<file path="src/hw/rtl/sck_pkg.sv">
`default_nettype none
// ----------------------------------------------------------------------------
// sck_pkg
// Shared types for the sparse chi-square kernel: controller commands and
// datapath status.
// ----------------------------------------------------------------------------
package sck_pkg;

  typedef struct packed {
    logic load_write;   // store the input entry at stored_count
    logic clear_pair;   // clear per-pair state
    logic enter_second; // switch to second vector
    logic rd_issue;     // read stored entry at merge pointer
    logic ptr_inc;      // advance merge pointer
    logic div_start;    // start divider with latched operands
    logic acc_add;      // add quotient, count a match
    logic out_load;     // capture result into output register
    logic latch_in;     // capture input item
  } sck_cmd_t;

  typedef struct packed {
    logic ptr_lt_count; // merge pointer below stored count
    logic rd_lt;        // stored index read < input index
    logic rd_eq;        // stored index read == input index
    logic div_busy;
    logic den_zero;
  } sck_stat_t;

endpackage
`default_nettype wire

</file>
<file path="src/hw/rtl/sck_ctrl.sv">
`default_nettype none
// ----------------------------------------------------------------------------
// sck_ctrl
// Sequencer: load phase, merge scan, divide, result handoff.
// ----------------------------------------------------------------------------
module sck_ctrl (
  input  wire logic               clk,
  input  wire logic               rst,
  input  wire logic               in_valid,
  output logic                    in_stall,
  input  wire logic               in_present,
  input  wire logic               in_last,
  output logic                    out_valid,
  input  wire logic               out_stall,
  input  wire sck_pkg::sck_stat_t stat,
  output sck_pkg::sck_cmd_t       cmd
);
  import sck_pkg::*;

  typedef enum logic [6:0] {
    S_IDLE  = 7'b0000001,
    S_READ  = 7'b0000010,
    S_CMP   = 7'b0000100,
    S_PROD  = 7'b0001000,
    S_DIV   = 7'b0010000,
    S_WAIT  = 7'b0100000,
    S_ADD   = 7'b1000000
  } state_t;

  state_t state, state_next;
  logic   second, second_next;
  logic   last_q, last_q_next;
  logic   out_valid_next;
  logic   accept;

  assign in_stall = (state != S_IDLE) || (out_valid && out_stall);
  assign accept   = in_valid && !in_stall;

  always_comb begin
    cmd            = '0;
    state_next     = state;
    second_next    = second;
    last_q_next    = last_q;
    out_valid_next = out_valid && out_stall;
    case (state)
      S_IDLE: begin
        if (accept) begin
          cmd.latch_in = 1'b1;
          if (!second) begin
            cmd.load_write = in_present;
            if (in_last) begin
              second_next      = 1'b1;
              cmd.enter_second = 1'b1;
            end
          end else if (in_present) begin
            last_q_next = in_last;
            state_next  = S_READ;
          end else if (in_last) begin
            cmd.out_load   = 1'b1;
            cmd.clear_pair = 1'b1;
            out_valid_next = 1'b1;
            second_next    = 1'b0;
          end
        end
      end
      S_READ: state_next = S_CMP; // RAM read in flight
      S_CMP: begin
        if (!stat.ptr_lt_count) state_next = S_ADD;
        else if (stat.rd_lt) begin
          cmd.ptr_inc = 1'b1;
          state_next  = S_READ;
        end else if (stat.rd_eq) state_next = S_PROD;
        else state_next = S_ADD;
      end
      S_PROD: state_next = S_DIV;
      S_DIV: begin
        cmd.div_start = 1'b1;
        state_next    = S_WAIT;
      end
      S_WAIT: begin
        if (!stat.div_busy) begin
          cmd.acc_add = 1'b1;
          cmd.ptr_inc = 1'b1;
          state_next  = S_ADD;
        end
      end
      S_ADD: begin
        // a closing entry holds here while the previous result still waits
        if (!last_q) begin
          state_next = S_IDLE;
        end else if (!(out_valid && out_stall)) begin
          state_next     = S_IDLE;
          cmd.out_load   = 1'b1;
          cmd.clear_pair = 1'b1;
          out_valid_next = 1'b1;
          second_next    = 1'b0;
        end
      end
      default: state_next = S_IDLE;
    endcase
  end

  always_ff @(posedge clk) begin
    if (rst) begin
      state     <= S_IDLE;
      second    <= 1'b0;
      last_q    <= 1'b0;
      out_valid <= 1'b0;
    end else begin
      state     <= state_next;
      second    <= second_next;
      last_q    <= last_q_next;
      out_valid <= out_valid_next;
    end
  end
endmodule
`default_nettype wire

</file>
<file path="config.mk">
export PLATFORM = sky130hd
export DESIGN_NAME = sck_ctrl
export DESIGN_NICKNAME = d
export VERILOG_FILES = /design/src/hw/rtl/sck_pkg.sv /design/src/hw/rtl/sck_ctrl.sv
export SDC_FILE = /design/constraint.sdc
export NUM_CORES = 1
export LEC_CHECK = 0
export BUFFER_PORTS_ARGS = -buffer_cell sky130_fd_sc_hd__buf_2
export CORE_AREA = 2 2 39 41
export CTS_CLUSTER_SIZE = 14
export DETAILED_ROUTE_END_ITERATION = 8
export DIE_AREA = 0 0 41 43
export GPL_TIMING_DRIVEN = 0
export PLACE_DENSITY_LB_ADDON = 0.25
export SYNTH_ARGS = -nofsm -noshare
export SYNTH_HDL_FRONTEND = slang
export SYNTH_SLANG_ARGS = --single-unit
</file>
<file path="constraint.sdc">
create_clock -name clk -period 2.9 [get_ports clk]
set_input_delay 0.145 -clock clk [delete_from_list [all_inputs] [get_ports clk]]
set_output_delay 0.145 -clock clk [all_outputs]
set_load 0.01 [all_outputs]
</file>
==> results_dict.tcl, run 1 <==
set metrics [dict create \
    outcome "finished, final reports clean" \
    leakage_nw 0.337 \
    vdd_drop_max_mv 0.318 \
    synth_edf_count 0 \
    synth_mux_area_frac 0.0156 \
    place.gp.congestion 0.840 \
    regArea_um2 200 \
    synth_adder_area_share 0 \
    finalSetupViolCount 0 \
    via_per_inst 5.63 \
    die_w_um 41 \
    cap_viol_max_count 0 \
    final_cell_mix "19 x buf_2, 10 x dfxtp_1, 5 x nor2_1, 5 x nand2_1, 4 x nand2b_1" \
    async_flop_share 0 \
    final_nets 112 \
    synthDistinctLibCells 38 \
    worst_slew_pin_slew_ns 0.665 \
    start_kind "flip-flop" \
    core_area_um2 1380 \
    io_buffers 19 \
    netlist_area_um2 641 \
    drive_gt1_frac 0.333 \
    synth_seq_area_share 0.313 \
    die-area_um2 1760 \
    cts.path.max_buffers 2 \
    worstPathArrival_ns 2.12 \
    ff2ff_setup_slack_ns 1.04 \
    final_common_cell "buf_2" \
    hold_start "rst" \
    grt-ovfl-total 0 \
    hpwl_mm 1.06 \
    multi_input_area_um2 405 \
    cts_buffers 3 \
    rr_startpoint "state[1]$_SDFFE_PP0P_" \
    synth_top_family_by_area "simple AND/OR/NAND/NOR gates" \
    synth_cells 77 \
    synthSimpleGateAreaFrac 0.400 \
    p_per_area_nw_per_um2 532 \
    vias 648 \
    grt_first_pass_wirelength_mm 2.12 \
    cts-htree-levels 1 \
    insertion_delay_ns 0.27 \
    clk_pin_slew_ns 0.07 \
    end_kind "output port" \
    num-fill-cells 139 \
    routed_wl_mm 1.38 \
    min_period_ns 2.26 \
    clockRootBuffer "clkbuf_4" \
    antenna_found_initial 0 \
    cts_resized 0 \
    final_cell_area_um2 778 \
    r2r_end "second$_SDFFE_PP0P_" \
    n_antenna_cell 0 \
    first_iter_violations 11 \
    wl_per_cell_um 12.0 \
    synth_xor_area_frac 0.0273 \
    min_path_cells 2 \
    maxSlewViolCount 0 \
    ant_nets 0 \
    synthFlopType "dfxtp_1" \
    area_growth_pct 21.5 \
    row_count 14 \
    cts.sinks 10 \
    slew_headroom 0.552 \
    dpl_cell_area_um2 756 \
    drc 0 \
    cts_tree "yes" \
    synth_seq_cells 10 \
    period_share 0.780 \
    hold_class "input pin to flip-flop" \
    crit_fanout 8 \
    rsz0062_at_grt "false" \
    grt_pass1_vias 515 \
    die_h_um 43 \
    skew_ns 0.00705 \
    ff2ff_path_depth 4 \
    holdPathEnd "out_valid$_SDFF_PP0_" \
    ys_warn_count 0 \
    synth_nets 88 \
    dr.pass1.iters 4 \
    setup_tns_ns 0 \
    gr-usage-all-layers 0.176 \
    synth_compound_area_frac 0.184 \
    top_level_ports 22 \
    start_util 0.463 \
    grt_max_degree 9 \
    hold_buffers 0 \
    worst-setup-path-type "flip-flop to output port" \
    max_freq_mhz 442 \
    hold_viol 0 \
    avgSynthCellArea_um2 8.32 \
    required_ns 2.76 \
    post_cts_buffers 0 \
]
report_power, final:
group          switching, mW  leakage [nW]  internal (mW)  total (mW)
registers             0.0165        0.0810          0.150       0.166
logic                 0.0758         0.242         0.0759       0.152
clock network         0.0484        0.0138         0.0480      0.0965
worst max path at each step:
| stage | endpoint | depth (start not counted) | startpoint |
|---|---|---|---|
| 2_1_floorplan | cmd[7] | 4 | state[1]$_SDFFE_PP0P_ |
| 3_3_place_gp | cmd[7] | 7 | state[5]$_SDFFE_PP0P_ |
| 3_5_place_dp | cmd[7] | 7 | state[5]$_SDFFE_PP0P_ |
| 4_1_cts | cmd[7] | 7 | state[5]$_SDFFE_PP0P_ |
| 5_1_grt | cmd[4] | 7 | state[5]$_SDFFE_PP0P_ |
| 6_report | cmd[7] | 7 | state[5]$_SDFFE_PP0P_ |
critical path, stage by stage (launching register included):
cell and delay, ns:
dfxtp_1 0.30, clkbuf_2 0.15, or3_1 0.32, clkbuf_1 0.17, or4_4 0.57, o21ai_2 0.10, buf_4 0.13, buf_2 0.11
layout make-up:
cell class | instances | share of cell area
buffer | 4 | 0.0305
clock buffer | 3 | 0.0289
multi-input combinational | 60 | 0.521
timing repair buffer | 19 | 0.122
sequential | 10 | 0.257
tap | 16 | 0.0257
inverter | 3 | 0.0145
synthesized netlist by cell type (2+ instances only):
cell / number / area [um2]
a21oi_1: 2 / 10.0
nor2_1: 5 / 18.8
a211oi_1: 2 / 15.0
nor4b_1: 2 / 17.5
or4b_2: 2 / 20.0
nor4_1: 3 / 18.8
nand2_1: 5 / 18.8
xnor2_1: 2 / 17.5
inv_1: 3 / 11.3
dfxtp_1: 10 / 200
buf_4: 2 / 15.0
nand3_1: 3 / 15.0
nand2b_1: 4 / 25.0
nor3b_1: 2 / 15.0
a21o_1: 2 / 15.0
or2_2: 2 / 12.5
nor3_1: 3 / 15.0
nand3b_1: 2 / 15.0
o22ai_1: 2 / 12.5
per-layer routing:
metal	routed length, um	GRT usage
met5	0	0
met4	27	0.0800
met3	71	0.0471
met2	621	0.238
met1	654	0.253
metrics by stage:
step	total power [mW]	utilization	setup WS, ns	std cells	hold WS (ns)
2_1_floorplan	0.277	-	1.08	77	0.214
3_3_place_gp	0.320	0.546	0.951	112	0.417
3_5_place_dp	0.321	0.546	0.949	112	0.419
4_1_cts	0.417	0.562	0.638	115	0.130
5_1_grt	0.443	0.562	0.478	115	0.143
6_report	0.414	0.562	0.637	115	0.128
state kept, by name (all words and copies together) (netlist names):
name	flops
state	7
last_q	1
out_valid	1
second	1
logic make-up after synthesis:
family,Yosys count
buf+inv,7
compound gates,16
flops,10
simple gates,40
mux,1
other cells,1
xor+xnor,2
(Power assumes the default switching activity.)
==> inputs of run 2 (changes only) <==
--- a/config.mk
+++ b/config.mk
@@ -6,10 +6,10 @@
 export NUM_CORES = 1
 export LEC_CHECK = 0
 export BUFFER_PORTS_ARGS = -buffer_cell sky130_fd_sc_hd__buf_2
-export CORE_AREA = 2 2 39 41
+export CORE_MARGIN = 2
+export CORE_UTILIZATION = 42
 export CTS_CLUSTER_SIZE = 14
 export DETAILED_ROUTE_END_ITERATION = 8
-export DIE_AREA = 0 0 41 43
 export GPL_TIMING_DRIVEN = 0
 export PLACE_DENSITY_LB_ADDON = 0.25
 export SYNTH_ARGS = -nofsm -noshare
==> constraint.sdc (replaced) <==
create_clock -name clk -period 1.9 [get_ports clk]
set_input_delay 0.095 -clock clk [delete_from_list [all_inputs] [get_ports clk]]
set_output_delay 0.095 -clock clk [all_outputs]
set_load 0.01 [all_outputs]
==> results_dict.tcl, run 2 (same netlist as run 1, synthesis figures left out) <==
set metrics [dict create \
    outcome "finished, violations left" \
    violations "negative setup slack" \
    largest_reg_flops 7 \
    start_kind "flip-flop" \
    worstPathArrival_ns 1.97 \
    drc 0 \
    n_antenna_cell 0 \
    pre_cts_ws_ns -0.00972 \
    final_cell_mix "18 x buf_2, 7 x buf_4, 5 x nand2_1, 5 x dfxtp_2" \
    path_common_cell "buf_6" \
    max_stage_delay_ns 0.57 \
    fin_hold_ws_ns 0.0802 \
    cts-htree-levels 1 \
    worst-setup-path-type "flip-flop to output port" \
    required_ns 1.80 \
    place.gp.congestion 0.821 \
    vias 739 \
    worst-path-stages 5 \
    die-area_um2 1850 \
    core_area_um2 1470 \
    grt_max_degree 9 \
    leakage_nw 0.385 \
    via_per_inst 6.16 \
    grt_first_pass_wirelength_mm 2.97 \
    maxSlewViolCount 0 \
    post-route-util 0.633 \
    ff2ff_setup_slack_ns 0.02 \
    fin_ws_ns -0.164 \
    cp_top_family "simple AND/OR/NAND/NOR gates" \
    stdcell_count 120 \
    top_level_ports 22 \
    final_nets 116 \
    cts_buffers 3 \
    finalSetupViolCount 5 \
    rsz0062_at_grt "true" \
    routed_wl_mm 2.01 \
    grt_pass1_vias 626 \
    hold_class "input pin to flip-flop" \
    crit_buf_inv 2 \
    cap_viol_max_count 0 \
    start_util 0.435 \
    ant_nets 0 \
    period_share 1.09 \
    cts_tree "yes" \
    hpwl_mm 1.16 \
    hold_viol 0 \
    dp.cells 112 \
    skew_ns 0.00278 \
    end_kind "output port" \
    min_period_ns 2.06 \
    drive_gt1_frac 0.519 \
    wl_per_cell_um 16.8 \
    clockRootBuffer "clkbuf_4" \
    grt-ovfl-total 0 \
    hold_buffers 0 \
    critPathSlowestCell "or4_4" \
    largest_register "state" \
    cts.path.max_buffers 2 \
    die_w_um 43.1 \
    max_freq_mhz 484 \
    p_per_area_nw_per_um2 898 \
    die_h_um 43.1 \
    clk_pin_slew_ns 0.07 \
    io_buffers 19 \
    gr-usage-all-layers 0.224 \
    crit_fanout 8 \
    min_path_cells 3 \
    path_cells "or3_4, or4_4, o21ai_4, buf_6, buf_6" \
    first_iter_violations 10 \
    setup_tns_ns -0.531 \
    ff2ff_path_depth 7 \
    power_mw 0.836 \
    row_count 14 \
    area_growth_pct 45.3 \
    cts.sinks 10 \
    final_common_cell "buf_2" \
    antenna_found_initial 0 \
    dpl_cell_area_um2 756 \
    final_cell_area_um2 931 \
    dr.pass1.iters 4 \
    insertion_delay_ns 0.28 \
    vdd_drop_max_mv 0.572 \
]
## run 2: what timing repair did
item,CTS,global route
cloned,0,0
resized for setup,16,8
setup endpoints to repair,10,9
pin swaps,3,3
buffers inserted,2,4
## run 2: worst paths after layout
kind | from | end
worst max-delay path | state[4]$_SDFFE_PP0P_ | cmd[7]
worst min-delay path | stat[2] | state[3]$_SDFFE_PP0P_
worst min register to register | second$_SDFFE_PP0P_ | second$_SDFFE_PP0P_
worst max register to register | state[2]$_SDFFE_PP0P_ | state[4]$_SDFFE_PP0P_
## run 2: per-layer routing
| metal | vias to the layer above | part of all wire | GRT usage |
|---|---|---|---|
| li1 | 345 | - | - |
| met1 | 360 | 0.40 | 0.278 |
| met2 | 26 | 0.51 | 0.330 |
| met3 | 8 | 0.049 | 0.0809 |
| met4 | 0 | 0.035 | 0.133 |
| met5 | - | 0 | 0 |
## run 2: worst min-delay path: stages
cell and delay [ns]:
buf_2 0.10, nand4b_1 0.09, nor2_1 0.04
## run 2: area by class of cell
class                   instances  area (um2)
repair buffers                 25         146
inverters                       3        11.3
well taps                      16        20.0
flip-flops and latches         10         214
clock buffers                   4        36.3
multi-input cells              60         484
fillers                       128         541
plain buffers                   2        18.8
## run 2: power breakdown
part / internal, mW / leakage, nW / switching [mW]
Sequential: 0.232 / 0.0842 / 0.0382
Clock: 0.117 / 0.0210 / 0.0820
Combinational: 0.194 / 0.280 / 0.173
Total: 0.543 / 0.385 / 0.293
